==> src/hw/rtl/cdll_pkg.sv <==
// Shared codes, constants and control bundles for the linked-list engine.
package cdll_pkg;

  // Operation codes of a request
  localparam logic [1:0] FUNC_INS = 2'd0;
  localparam logic [1:0] FUNC_APP = 2'd1;
  localparam logic [1:0] FUNC_DEL = 2'd2;

  // Result status codes
  localparam logic [1:0] ST_OK       = 2'd0;
  localparam logic [1:0] ST_FULL     = 2'd1;
  localparam logic [1:0] ST_EMPTY    = 2'd2;
  localparam logic [1:0] ST_NOTFOUND = 2'd3;

  // Free-map memory row geometry
  localparam int ROW_BITS = 8;
  localparam int BIT_W    = 3;

  localparam int FUNC_W  = 2;
  localparam int VALUE_W = 32;
  localparam int STAT_W  = 2;
  localparam int TOTAL_W = 7;

  // Write enables of the three node arrays
  typedef struct packed {
    logic val;
    logic nxt;
    logic prv;
  } nm_we_t;

  // Commands to the free map
  typedef struct packed {
    logic alloc;
    logic release_slot;
  } fm_cmd_t;

  // Status from the free map
  typedef struct packed {
    logic ready;
    logic done;
  } fm_stat_t;

endpackage

==> src/hw/rtl/cdll_ifs.sv <==
// Request and response channel interfaces of the linked-list engine.
interface cdll_req_if;
  import cdll_pkg::*;
  logic                      valid;
  logic                      ready;
  logic [FUNC_W-1:0]         func;
  logic signed [VALUE_W-1:0] value;

  modport source (output valid, output func, output value, input ready);
  modport sink (input valid, input func, input value, output ready);
endinterface

interface cdll_rsp_if;
  import cdll_pkg::*;
  logic               valid;
  logic               ready;
  logic [STAT_W-1:0]  status;
  logic [TOTAL_W-1:0] node_total;

  modport source (output valid, output status, output node_total, input ready);
  modport sink (input valid, input status, input node_total, output ready);
endinterface

==> src/hw/rtl/cdll_node_mem.sv <==
// Node storage: value, next link and previous link arrays with one read port.
module cdll_node_mem
  import cdll_pkg::*;
#(
  parameter int DEPTH = 64,
  localparam int SW = $clog2(DEPTH)
) (
  input  logic                      clk,
  input  logic                      rd_en,
  input  logic [SW-1:0]             rd_addr,
  output logic signed [VALUE_W-1:0] rd_value,
  output logic [SW-1:0]             rd_next,
  output logic [SW-1:0]             rd_prev,
  input  nm_we_t                    wr_en,
  input  logic [SW-1:0]             val_addr,
  input  logic signed [VALUE_W-1:0] val_data,
  input  logic [SW-1:0]             nxt_addr,
  input  logic [SW-1:0]             nxt_data,
  input  logic [SW-1:0]             prv_addr,
  input  logic [SW-1:0]             prv_data
);

  logic signed [VALUE_W-1:0] val_mem [DEPTH];
  logic [SW-1:0]             nxt_mem [DEPTH];
  logic [SW-1:0]             prv_mem [DEPTH];

  always_ff @(posedge clk) begin
    if (wr_en.val) begin
      val_mem[val_addr] <= val_data;
    end
    if (wr_en.nxt) begin
      nxt_mem[nxt_addr] <= nxt_data;
    end
    if (wr_en.prv) begin
      prv_mem[prv_addr] <= prv_data;
    end
  end

  // Hold read data until the next read
  always_ff @(posedge clk) begin
    if (rd_en) begin
      rd_value <= val_mem[rd_addr];
      rd_next  <= nxt_mem[rd_addr];
      rd_prev  <= prv_mem[rd_addr];
    end
  end

endmodule

==> src/hw/rtl/cdll_free_map.sv <==
// Free-slot map kept in a row memory: lowest-free allocation scan and release.
module cdll_free_map
  import cdll_pkg::*;
#(
  parameter int DEPTH = 64,
  localparam int SW = $clog2(DEPTH)
) (
  input  logic          clk,
  input  logic          rst,
  input  fm_cmd_t       cmd,
  input  logic [SW-1:0] rel_slot,
  output fm_stat_t      stat,
  output logic [SW-1:0] alloc_slot
);

  localparam int ROWS = (DEPTH + ROW_BITS - 1) / ROW_BITS;
  localparam int RW   = (ROWS > 1) ? $clog2(ROWS) : 1;

  localparam logic [1:0] FM_CLEAR = 2'd0;
  localparam logic [1:0] FM_IDLE  = 2'd1;
  localparam logic [1:0] FM_SCAN  = 2'd2;
  localparam logic [1:0] FM_REL   = 2'd3;

  logic [ROW_BITS-1:0] mem [ROWS];
  logic [ROW_BITS-1:0] rd_row;

  logic [1:0]       state, state_next;
  logic [RW-1:0]    row, row_next;
  logic [BIT_W-1:0] rel_bit, rel_bit_next;

  logic                rd_en, wr_en;
  logic [RW-1:0]       rd_addr, wr_addr;
  logic [ROW_BITS-1:0] wr_data;
  logic [ROW_BITS-1:0] clr_mask;
  logic [BIT_W-1:0]    pick;
  logic                found;
  logic [SW+BIT_W-1:0] rel_ext;

  assign rel_ext = {{BIT_W{1'b0}}, rel_slot};
  assign found   = |rd_row;

  // Only bits that map onto real slots start out free
  always_comb begin
    for (int i = 0; i < ROW_BITS; i++) begin
      clr_mask[i] = (int'({row, BIT_W'(i)}) < DEPTH);
    end
  end

  // Lowest free bit of the scanned row
  always_comb begin
    pick = '0;
    for (int i = ROW_BITS - 1; i >= 0; i--) begin
      if (rd_row[i]) begin
        pick = BIT_W'(i);
      end
    end
  end

  assign alloc_slot = SW'({row, pick});
  assign stat.ready = (state == FM_IDLE);
  assign stat.done  = (state == FM_SCAN) && found;

  always_comb begin
    state_next   = state;
    row_next     = row;
    rel_bit_next = rel_bit;
    rd_en        = 1'b0;
    rd_addr      = row;
    wr_en        = 1'b0;
    wr_addr      = row;
    wr_data      = '0;
    unique case (state)
      FM_CLEAR: begin
        wr_en   = 1'b1;
        wr_data = clr_mask;
        if (row == RW'(ROWS - 1)) begin
          row_next   = '0;
          state_next = FM_IDLE;
        end else begin
          row_next = row + 1'b1;
        end
      end
      FM_IDLE: begin
        if (cmd.alloc) begin
          rd_en      = 1'b1;
          rd_addr    = '0;
          row_next   = '0;
          state_next = FM_SCAN;
        end else if (cmd.release_slot) begin
          rd_en        = 1'b1;
          rd_addr      = rel_ext[RW+BIT_W-1:BIT_W];
          row_next     = rel_ext[RW+BIT_W-1:BIT_W];
          rel_bit_next = rel_ext[BIT_W-1:0];
          state_next   = FM_REL;
        end
      end
      FM_SCAN: begin
        if (found) begin
          wr_en      = 1'b1;
          wr_data    = rd_row & ~(ROW_BITS'(1) << pick);
          state_next = FM_IDLE;
        end else begin
          rd_en    = 1'b1;
          rd_addr  = row + 1'b1;
          row_next = row + 1'b1;
        end
      end
      FM_REL: begin
        wr_en      = 1'b1;
        wr_data    = rd_row | (ROW_BITS'(1) << rel_bit);
        state_next = FM_IDLE;
      end
      default: begin
        state_next = FM_CLEAR;
      end
    endcase
  end

  always_ff @(posedge clk) begin
    if (rst) begin
      state <= FM_CLEAR;
      row   <= '0;
    end else begin
      state <= state_next;
      row   <= row_next;
    end
    rel_bit <= rel_bit_next;
  end

  always_ff @(posedge clk) begin
    if (wr_en) begin
      mem[wr_addr] <= wr_data;
    end
    if (rd_en) begin
      rd_row <= mem[rd_addr];
    end
  end

endmodule

==> src/hw/rtl/circular_doubly_linked_list_engine_unit.sv <==
// Top level of the circular doubly linked list engine: sequencer and result register.
//
// Channel  Dir  Payload                         Handshake
// req      in   func[1:0], value[31:0] signed   valid/ready, taken when both high
// rsp      out  status[1:0], node_total[6:0]    valid/ready, taken when both high
//
// One request at a time. Insert or append: the free map scans its rows (8 slots
// each) from the first until it finds the lowest free slot, the node is written,
// and unless the list was empty it is spliced between tail and head in S_LINK.
// Delete: the walk starts at the head and visits one node per cycle through the
// node memory read port until a match or until every node is visited. Full, empty
// and unknown-code requests go straight to the result state.
// After reset the free map runs a clearing pass over all ceil(POOL_SLOTS/8) rows
// before the first request is taken.
// A finished result waits in the output register; the next request is taken
// meanwhile and stalls only when its own result is ready.
module circular_doubly_linked_list_engine_unit
  import cdll_pkg::*;
#(
  parameter int POOL_SLOTS = 64
) (
  input logic      clk,
  input logic      rst,
  cdll_req_if.sink req,
  cdll_rsp_if.source rsp
);

  localparam int SW = $clog2(POOL_SLOTS);
  localparam int CW = $clog2(POOL_SLOTS + 1);

  localparam logic [2:0] S_IDLE  = 3'd0;
  localparam logic [2:0] S_ALLOC = 3'd1;
  localparam logic [2:0] S_LINK  = 3'd2;
  localparam logic [2:0] S_WALK  = 3'd3;
  localparam logic [2:0] S_RESP  = 3'd4;

  // Sequencer state
  logic [2:0]                state, state_next;
  logic [FUNC_W-1:0]         func_q, func_q_next;
  logic signed [VALUE_W-1:0] value_q, value_q_next;
  logic [SW-1:0]             head, head_next;
  logic [CW-1:0]             list_size, list_size_next;
  logic [SW-1:0]             cur, cur_next;
  logic [CW-1:0]             steps, steps_next;
  logic [SW-1:0]             tail, tail_next;
  logic [SW-1:0]             new_slot, new_slot_next;
  logic [STAT_W-1:0]         res_status, res_status_next;

  // Result register
  logic               out_valid;
  logic [STAT_W-1:0]  out_status;
  logic [TOTAL_W-1:0] out_total;
  logic               out_free;
  logic               out_load;

  // Node memory ports
  logic                      nm_rd_en;
  logic [SW-1:0]             nm_rd_addr;
  logic signed [VALUE_W-1:0] nm_rd_value;
  logic [SW-1:0]             nm_rd_next;
  logic [SW-1:0]             nm_rd_prev;
  nm_we_t                    nm_we;
  logic [SW-1:0]             nm_val_addr;
  logic signed [VALUE_W-1:0] nm_val_data;
  logic [SW-1:0]             nm_nxt_addr;
  logic [SW-1:0]             nm_nxt_data;
  logic [SW-1:0]             nm_prv_addr;
  logic [SW-1:0]             nm_prv_data;

  // Free map ports
  fm_cmd_t       fm_cmd;
  fm_stat_t      fm_stat;
  logic [SW-1:0] fm_alloc_slot;

  logic req_take;
  logic is_full;

  cdll_node_mem #(
    .DEPTH (POOL_SLOTS)
  ) u_node_mem (
    .clk      (clk),
    .rd_en    (nm_rd_en),
    .rd_addr  (nm_rd_addr),
    .rd_value (nm_rd_value),
    .rd_next  (nm_rd_next),
    .rd_prev  (nm_rd_prev),
    .wr_en    (nm_we),
    .val_addr (nm_val_addr),
    .val_data (nm_val_data),
    .nxt_addr (nm_nxt_addr),
    .nxt_data (nm_nxt_data),
    .prv_addr (nm_prv_addr),
    .prv_data (nm_prv_data)
  );

  cdll_free_map #(
    .DEPTH (POOL_SLOTS)
  ) u_free_map (
    .clk        (clk),
    .rst        (rst),
    .cmd        (fm_cmd),
    .rel_slot   (cur),
    .stat       (fm_stat),
    .alloc_slot (fm_alloc_slot)
  );

  // Take a request only between operations and once the free map is settled
  assign req.ready = (state == S_IDLE) && fm_stat.ready;
  assign req_take  = req.valid && req.ready;
  assign is_full   = (list_size == CW'(POOL_SLOTS));

  assign out_free = !out_valid || rsp.ready;
  assign out_load = (state == S_RESP) && out_free;

  assign rsp.valid      = out_valid;
  assign rsp.status     = out_status;
  assign rsp.node_total = out_total;

  always_comb begin
    state_next      = state;
    func_q_next     = func_q;
    value_q_next    = value_q;
    head_next       = head;
    list_size_next  = list_size;
    cur_next        = cur;
    steps_next      = steps;
    tail_next       = tail;
    new_slot_next   = new_slot;
    res_status_next = res_status;
    nm_rd_en        = 1'b0;
    nm_rd_addr      = head;
    nm_we           = '0;
    nm_val_addr     = new_slot;
    nm_val_data     = value_q;
    nm_nxt_addr     = new_slot;
    nm_nxt_data     = head;
    nm_prv_addr     = new_slot;
    nm_prv_data     = tail;
    fm_cmd          = '0;

    unique case (state)
      S_IDLE: begin
        if (req_take) begin
          func_q_next  = req.func;
          value_q_next = req.value;
          unique case (req.func)
            FUNC_INS, FUNC_APP: begin
              if (is_full) begin
                res_status_next = ST_FULL;
                state_next      = S_RESP;
              end else begin
                // Fetch the head node now to learn the tail while the scan runs
                fm_cmd.alloc = 1'b1;
                nm_rd_en     = 1'b1;
                nm_rd_addr   = head;
                state_next   = S_ALLOC;
              end
            end
            FUNC_DEL: begin
              if (list_size == '0) begin
                res_status_next = ST_EMPTY;
                state_next      = S_RESP;
              end else begin
                nm_rd_en   = 1'b1;
                nm_rd_addr = head;
                cur_next   = head;
                steps_next = '0;
                state_next = S_WALK;
              end
            end
            default: begin
              // Unused code: no change, report ok
              res_status_next = ST_OK;
              state_next      = S_RESP;
            end
          endcase
        end
      end
      S_ALLOC: begin
        if (fm_stat.done) begin
          new_slot_next   = fm_alloc_slot;
          nm_we.val       = 1'b1;
          nm_we.nxt       = 1'b1;
          nm_we.prv       = 1'b1;
          nm_val_addr     = fm_alloc_slot;
          nm_nxt_addr     = fm_alloc_slot;
          nm_prv_addr     = fm_alloc_slot;
          res_status_next = ST_OK;
          if (list_size == '0) begin
            // First node links to itself and becomes the head
            nm_nxt_data    = fm_alloc_slot;
            nm_prv_data    = fm_alloc_slot;
            head_next      = fm_alloc_slot;
            list_size_next = CW'(1);
            state_next     = S_RESP;
          end else begin
            nm_nxt_data = head;
            nm_prv_data = nm_rd_prev;
            tail_next   = nm_rd_prev;
            state_next  = S_LINK;
          end
        end
      end
      S_LINK: begin
        // Splice the new node between tail and head
        nm_we.nxt      = 1'b1;
        nm_we.prv      = 1'b1;
        nm_nxt_addr    = tail;
        nm_nxt_data    = new_slot;
        nm_prv_addr    = head;
        nm_prv_data    = new_slot;
        list_size_next = list_size + 1'b1;
        if (func_q == FUNC_INS) begin
          head_next = new_slot;
        end
        state_next = S_RESP;
      end
      S_WALK: begin
        if (nm_rd_value == value_q) begin
          fm_cmd.release_slot = 1'b1;
          res_status_next     = ST_OK;
          state_next          = S_RESP;
          if (nm_rd_next == cur) begin
            // Only node: empty the list
            head_next      = '0;
            list_size_next = '0;
          end else begin
            nm_we.nxt      = 1'b1;
            nm_we.prv      = 1'b1;
            nm_nxt_addr    = nm_rd_prev;
            nm_nxt_data    = nm_rd_next;
            nm_prv_addr    = nm_rd_next;
            nm_prv_data    = nm_rd_prev;
            list_size_next = list_size - 1'b1;
            if (cur == head) begin
              head_next = nm_rd_next;
            end
          end
        end else if (CW'(steps + 1'b1) == list_size) begin
          res_status_next = ST_NOTFOUND;
          state_next      = S_RESP;
        end else begin
          // Advance along the next link
          nm_rd_en   = 1'b1;
          nm_rd_addr = nm_rd_next;
          cur_next   = nm_rd_next;
          steps_next = steps + 1'b1;
        end
      end
      S_RESP: begin
        if (out_free) begin
          state_next = S_IDLE;
        end
      end
      default: begin
        state_next = S_IDLE;
      end
    endcase
  end

  always_ff @(posedge clk) begin
    if (rst) begin
      state     <= S_IDLE;
      head      <= '0;
      list_size <= '0;
      out_valid <= 1'b0;
    end else begin
      state     <= state_next;
      head      <= head_next;
      list_size <= list_size_next;
      if (out_load) begin
        out_valid <= 1'b1;
      end else if (rsp.ready) begin
        out_valid <= 1'b0;
      end
    end
    func_q     <= func_q_next;
    value_q    <= value_q_next;
    cur        <= cur_next;
    steps      <= steps_next;
    tail       <= tail_next;
    new_slot   <= new_slot_next;
    res_status <= res_status_next;
    if (out_load) begin
      out_status <= res_status;
      out_total  <= TOTAL_W'(list_size);
    end
  end

`ifndef SYNTHESIS
  a_size_bound: assert property (@(posedge clk) disable iff (rst)
    list_size <= CW'(POOL_SLOTS))
    else $error("node count exceeds pool");

  a_empty_head: assert property (@(posedge clk) disable iff (rst)
    list_size == '0 |-> head == '0)
    else $error("empty list with nonzero head");

  a_alloc_room: assert property (@(posedge clk) disable iff (rst)
    fm_cmd.alloc |-> !is_full)
    else $error("allocation issued on a full pool");

  a_full_result: assert property (@(posedge clk) disable iff (rst)
    out_load && res_status == ST_FULL |-> is_full)
    else $error("full status with room left");

  a_walk_bound: assert property (@(posedge clk) disable iff (rst)
    state == S_WALK |-> steps < list_size)
    else $error("walk ran past the list");
`endif

endmodule

==> src/flat_wrapper.sv <==
// flat-port wrapper written by rule: the top's interface ports become plain ports
module circular_doubly_linked_list_engine_unit_flat import cdll_pkg::*;
#(
  parameter int POOL_SLOTS = 64
)
  (clk, rst, req_valid, req_func, req_value, req_ready, rsp_valid, rsp_status, rsp_node_total, rsp_ready);
  cdll_req_if req_i ();
  cdll_rsp_if rsp_i ();
  input logic clk;
  input logic rst;
  input wire logic [$bits(req_i.valid)-1:0] req_valid;
  input wire logic [$bits(req_i.func)-1:0] req_func;
  input wire logic [$bits(req_i.value)-1:0] req_value;
  output wire logic [$bits(req_i.ready)-1:0] req_ready;
  output wire logic [$bits(rsp_i.valid)-1:0] rsp_valid;
  output wire logic [$bits(rsp_i.status)-1:0] rsp_status;
  output wire logic [$bits(rsp_i.node_total)-1:0] rsp_node_total;
  input wire logic [$bits(rsp_i.ready)-1:0] rsp_ready;
  assign req_i.valid = req_valid;
  assign req_i.func = req_func;
  assign req_i.value = req_value;
  assign req_ready = req_i.ready;
  assign rsp_valid = rsp_i.valid;
  assign rsp_status = rsp_i.status;
  assign rsp_node_total = rsp_i.node_total;
  assign rsp_i.ready = rsp_ready;
  circular_doubly_linked_list_engine_unit #(.POOL_SLOTS(POOL_SLOTS)) u_core (.clk(clk), .rst(rst), .req(req_i), .rsp(rsp_i));
endmodule
==> config.mk <==
export PLATFORM = sky130hd
export DESIGN_NAME = circular_doubly_linked_list_engine_unit_flat
export DESIGN_NICKNAME = d
export VERILOG_FILES = /design/src/hw/rtl/cdll_pkg.sv /design/src/hw/rtl/cdll_ifs.sv /design/src/hw/rtl/cdll_node_mem.sv /design/src/hw/rtl/cdll_free_map.sv /design/src/hw/rtl/circular_doubly_linked_list_engine_unit.sv /design/src/flat_wrapper.sv
export SDC_FILE = /design/constraint.sdc
export NUM_CORES = 2
export LEC_CHECK = 0
export BUFFER_PORTS_ARGS = -buffer_cell sky130_fd_sc_hd__buf_2
export CELL_PAD_IN_SITES_DETAIL_PLACEMENT = 0
export CELL_PAD_IN_SITES_GLOBAL_PLACEMENT = 1
export CORE_UTILIZATION = 40
export DETAILED_ROUTE_END_ITERATION = 7
export PLACE_DENSITY = 0.69
export SYNTH_ARGS = -nofsm -noshare
export SYNTH_HDL_FRONTEND = slang
export SYNTH_HIERARCHICAL = 1
export SYNTH_SLANG_ARGS = --single-unit
==> constraint.sdc <==
create_clock -name clk -period 4.88 [get_ports clk]
set_input_delay 0.244 -clock clk [delete_from_list [all_inputs] [get_ports clk]]
set_output_delay 0.244 -clock clk [all_outputs]
set_load 0.005 [all_outputs]
Yosys cells after proc, flatten, opt, wreduce, memory -nomap -nowiden
Memories as Yosys holds them, arrays and structs flattened. A register that Yosys moved wholly into a read port is not among the register bits.
Cells that the tools add are included.
{"block": "op_classes", "add_sub_neg": 4, "n_eq_ne": 32, "shifts": 2, "mux": 115, "bitwise_logic": 5, "reduce_logical": 28}
{"cell": "$mux W6", "n": 26}
{"cell": "$pmux W6 S3", "n": 5}
{"cell": "$mux W3", "n": 21}
{"cell": "$mux W7", "n": 9}
{"cell": "$eq A32 B32 Y1", "n": 1}
{"cell": "$mux W1", "n": 25}
{"cell": "$mux W2", "n": 12}
{"cell": "$pmux W8 S3", "n": 1}
{"cell": "$pmux W7 S3", "n": 1}
{"cell": "$shl A1 B3 Y8 const A", "n": 2}
{"cell": "$pmux W3 S5", "n": 1}
{"cell": "$add A7 B1 Y7 const B", "n": 2}
{"cell": "$pmux W7 S2", "n": 1}
{"cell": "$eq A6 B6 Y1", "n": 2}
{"cell": "$ne A2 B1 Y1 const B", "n": 6}
{"cell": "$ne A2 B2 Y1 const B", "n": 6}
{"cell": "$pmux W2 S3", "n": 2}
{"cell": "$pmux W3 S2", "n": 2}
{"cell": "$pmux W6 S2", "n": 1}
{"cell": "$reduce_and A4 Y1", "n": 3}
{"cell": "$reduce_and A6 Y1", "n": 2}
{"cell": "$ne A3 B1 Y1 const B", "n": 3}
{"cell": "$pmux W3 S3", "n": 1}
{"cell": "$reduce_and A3 Y1", "n": 3}
{"cell": "30 further kinds", "n": 48}
{"block": "word_totals", "ff_bits": 95, "ram_bits": 2880, "inputBits": 38, "out_inout_bits": 11, "word_cells": 206, "memories": 4}
{"memory": "u_core.u_node_mem.val_mem", "depth": 64, "word_bits": 32, "read_ports": 1, "rd_ports_with_merged_regs": 1, "wr": 1, "line_no": "cdll_node_mem.sv:23", "source": "logic signed [VALUE_W-1:0] val_mem [DEPTH];"}
{"memory": "u_core.u_node_mem.nxt_mem", "depth": 64, "word_bits": 6, "read_ports": 1, "rd_ports_with_merged_regs": 1, "wr": 1, "line_no": "cdll_node_mem.sv:24", "source": "logic [SW-1:0] nxt_mem [DEPTH];"}
{"memory": "u_core.u_node_mem.prv_mem", "depth": 64, "word_bits": 6, "read_ports": 1, "rd_ports_with_merged_regs": 1, "wr": 1, "line_no": "cdll_node_mem.sv:25", "source": "logic [SW-1:0] prv_mem [DEPTH];"}
{"memory": "u_core.u_free_map.mem", "depth": 8, "word_bits": 8, "read_ports": 1, "rd_ports_with_merged_regs": 1, "wr": 1, "line_no": "cdll_free_map.sv:24", "source": "logic [ROW_BITS-1:0] mem [ROWS];"}

Depth between registers and ports, before layout
{"block": "depth", "depth_word": 13, "mapped_depth": 17, "ltp_nobuf": 12}

Modules after synthesis
Netlist, hierarchy kept.
{"mod": "cdll_node_mem", "instances": 1, "cells_per_inst": 4769, "area_per_inst_um2": 108376.4, "seq_area_each_um2": 85882.4}
{"mod": "circular_doubly_linked_list_engine_unit", "instances": 1, "cells_per_inst": 558, "area_per_inst_um2": 5410.2, "seq_area_each_um2": 2382.3}
{"mod": "cdll_free_map", "instances": 1, "cells_per_inst": 303, "area_per_inst_um2": 3861.2, "seq_area_each_um2": 2352.3}

Least setup slack after synthesis
OpenSTA, ideal clock, no wires.
{"block": "synth_timing", "path_kind": "flip-flop to flip-flop", "start": "reg u_core.u_free_map.state[1]", "end": "mem u_core.u_node_mem.val_mem[16][0] (enable)", "setup_ps": 461, "arrival_time_ps": 4876, "path_slack_ps": -457, "stages_incl_launch_ff": 12, "path_buffers": 2, "synth_period_minus_slack_ps": 5337, "path_cell_list": "dfxtp_1 > ha_1 > a21bo_4 > inv_4 > clkbuf_1 > nand2_1 > inv_1 > buf_2 > mux2_2 > nor2b_1 > nand3_1 > nor3_1"}
{"item": "start: declaration", "line_no": "cdll_free_map.sv:27", "source": "logic [1:0] state, state_next;"}
{"item": "start signal: assignment", "line_no": "cdll_free_map.sv:124", "source": "state <= state_next;"}
{"item": "end: declaration", "line_no": "cdll_node_mem.sv:23"}

Worst setup path after layout
{"block": "layout_timing", "start": "reg u_core.value_q[26], in the netlist u_core/nm_val_data[26]", "end": "reg u_core.u_node_mem.rd_value[22], read port of u_core.u_node_mem.val_mem (data pin)"}
{"block": "layout_between", "elab_chain_cells": 3, "word_cells_on_any_way": 5}
{"item": "start: declaration", "line_no": "circular_doubly_linked_list_engine_unit.sv:40", "source": "logic signed [VALUE_W-1:0] value_q, value_q_next;"}
{"item": "start signal: assignment", "line_no": "circular_doubly_linked_list_engine_unit.sv:278", "source": "value_q <= value_q_next;"}
{"item": "$eq A32 B32 Y1", "line_no": "circular_doubly_linked_list_engine_unit.sv:219", "source": "if (nm_rd_value == value_q) begin"}
{"item": "$mux W6", "line_no": "circular_doubly_linked_list_engine_unit.sv:219"}
{"item": "$mux W6"}
{"item": "named net u_core.nm_rd_addr[2]", "line_no": "circular_doubly_linked_list_engine_unit.sv:58", "source": "logic [SW-1:0] nm_rd_addr;"}
{"item": "end: declaration", "line_no": "cdll_node_mem.sv:11", "source": "output logic signed [VALUE_W-1:0] rd_value,"}
The timed path passes the listed nets, and every way through them passes these cells.
A chain may end at the register's enable or synchronous reset.

==> qor.yml <==
num_rows: 198
io_pins: 49
layout_commonest_cell: "edfxtp_1"
synth_area_um2: 117600
dr.pass1.iters: 5
clkSinkCount: 3027
grt_pass1_vias: 61990
hold_viol_final: 0
dieHeight_um: 544.3
setup_viol: 0
nNetsFinal: 6443
grt_overflow: 0
outcome: "completed"
root_buffer: "clkbuf_16"
setup_tns_ns: 0
drive_gt1_share_pct: 30.94
detail_route.vias_per_cell: 5.904
drt_iter0_markers: 8202
gp_congestion: 0.8586
areaGrowthSynthToFinish_pct: 18.96
ys.flop_type: "edfxtp_1"
track_usage_pct: 21.93
finalCritPeriodShare_pct: 98.70
drv_slew: 0
dp_hpwl_um: 200200
layout_common_cells: "edfxtp_1 (2999), mux4_2 (702), buf_4 (535)"
synth.top_cell.area_share_pct: 76.55
crit_fanout: 41
synth-seq-cells: 3027
fin_area_um2: 140000
cp-end-kind: "flop"
post_drt_wl_per_cell_um: 30.95
syn_area_per_cell_um2: 20.90
crit_required_ns: 5.48
ant_nets: 0
die_area_um2: 296300
powerDensity_nw_per_um2: 391.6
clk_path_buf_depth: 4
drv_cap: 0
syn-num-nets: 5678
place.port_buffers: 48
yosys_warnings: 6
antenna_found_initial: 17
drt-total-wl_um: 326500
grt_pass1_wl_um: 461900
grt_max_degree: 65
synth_edf_count: 2999
seq_area_frac_synth_pct: 77.02
synthDistinctLibCells: 83
worst_slew_pin_slew_ns: 1.189
insertion_delay_ns: 0.88
grt_setup_unrepaired: "false"
hold_class: "primary input to flop"
skew_ns: 0.07711
timing.fmax_ghz: 0.2076
clk_pin_slew_ns: 0.06
power_leakage_nw: 43.54
crit_arrival_ns: 5.42
synth.area.top_cells: "edfxtp_1 (77%), mux4_2 (13%), nor2_1 (1.0%)"
post-route-min-period_ns: 4.817
synthesis.instances: 5630
worstSetupStartpointType: "flop"
yosys.area.top_type: "edfxtp_1"
fillers: 23810
crit_type: "flop to flop"
cts-htree-levels: 5
route.detailed.drc: 0
via_count: 62270
synth-async-reset-ratio_pct: 0
tritoncts: "yes"
cts_inserted_buffers: 311
initial_core_util_pct: 40.31
max-vdd-ir-drop_mv: 0.2837
chipWidth_um: 544.3
post_dp_cell_area_um2: 129000
core_um2: 291800
max-slew-margin-rel_pct: 20.73
worst max-delay path, cell delays in order, from the launching register on:
cell,delay (ns)
edfxtp_1,0.46
xor2_1,0.31
nor4_1,0.46
nand4_1,0.15
buf_4,0.21
o21a_1,0.21
buf_12,0.13
nand2_4,0.11
buf_4,0.17
mux2_8,0.46
buf_12,0.22
and2_4,0.29
buf_12,0.17
buf_12,0.16
a221oi_1,0.47
buf_4,0.28
a221oi_1,0.09
stage by stage:
step           std cells  power [mW]  utilization (%)  setup slack [ns]  hold WS, ns
2_1_floorplan       5630       30.34                -           -0.2279       0.3131
3_3_place_gp        9938       31.06            44.18            -1.713       0.4252
3_5_place_dp        9942       31.12            44.20           -0.8786       0.4239
4_1_cts            10540       55.15            47.93           0.01023      0.01965
5_1_grt            10540       56.17            47.96          0.001261      0.07512
6_report           10550       54.81            47.96           0.06331      0.06081
kinds of logic after synthesis:
logic type                 count (synthesis)  synth area share (%)
AOI/OAI and AO/OA                        660                 4.037
xor gates and xnor gates                  56                0.4286
buffers and inverters                    362                 1.479
muxes                                    743                 13.80
DFF                                     3027                 77.02
and+or+nand+nor                          772                 3.127
adders and majority gates                 10                0.1064
per-layer routing:
metal	GRT usage (%)	vias up	share of wire, %
li1	-	25270	-
met1	30.19	33270	40
met2	34.87	3217	47
met3	4.459	508	9.4
met4	7.364	12	3.6
met5	0	-	0.027
timing repair:
action,4_1_cts,5_1_grt
hold buffers,37,0
pin swaps,1,0
endpoints found under the setup margin,85,51
hold endpoints to repair,52,0
gates cloned,0,1
buffers inserted,2,0
gates resized for setup,24,12
state kept, by name (all words and copies together) (netlist names), 8 cells and up:
name and cells:
u_core/nm_val_data 32, u_core/u_node_mem/rd_value 32, u_core/u_free_map/rd_row 8, u_core/u_node_mem/nxt_mem 384
u_core/u_free_map/mem 64, u_core/u_node_mem/val_mem 2048, u_core/u_node_mem/prv_mem 384
where the power goes:
| group | internal (mW) | total (mW) | switching (mW) |
|---|---|---|---|
| clock | 14.3 | 24.2 | 9.90 |
| sequential | 28.8 | 28.9 | 0.0798 |
| combinational | 0.508 | 1.70 | 1.20 |
Yosys cell counts, types with 47 or more instances:
| library cell | n |
|---|---|
| o22ai_1 | 93 |
| nand2_1 | 184 |
| buf_4 | 47 |
| a22o_1 | 49 |
| a31oi_1 | 50 |
| buf_2 | 74 |
| a21oi_1 | 81 |
| mux4_2 | 702 |
| clkbuf_1 | 171 |
| a22oi_1 | 112 |
| edfxtp_1 | 2999 |
| nor3_1 | 54 |
| nor2_1 | 313 |
| a221oi_1 | 72 |
cell type report:
cell class,instances,area [µm²],share of cell area (%)
sequential,3027,90620,64.75
multi-input combinational,2242,26250,18.76
clock buffer,371,8198,5.857
timing repair buffer,776,7732,5.525
tap,3900,4880,3.487
clock inverter,189,2123,1.517
inverter,37,141.4,0.1010
antenna,5,12.51,0.008940
worst paths after layout:
check	start	to	slack [ns]	cells after the start
hold / removal	req_valid	u_core/state[2]$_SDFFE_PP0P_	0.06	6
setup / recovery	u_core/nm_val_data[26]$_DFFE_PP_	u_core/u_node_mem/rd_value[22]$_DFFE_PP_	0.06	16
hold reg to reg	u_core/res_status[0]$_DFFE_PP_	u_core/rsp.status[0]$_DFFE_PP_	0.45	0
setup reg to reg	u_core/nm_val_data[26]$_DFFE_PP_	u_core/u_node_mem/rd_value[22]$_DFFE_PP_	0.06	16
Power figures use the tool's default switching activity.
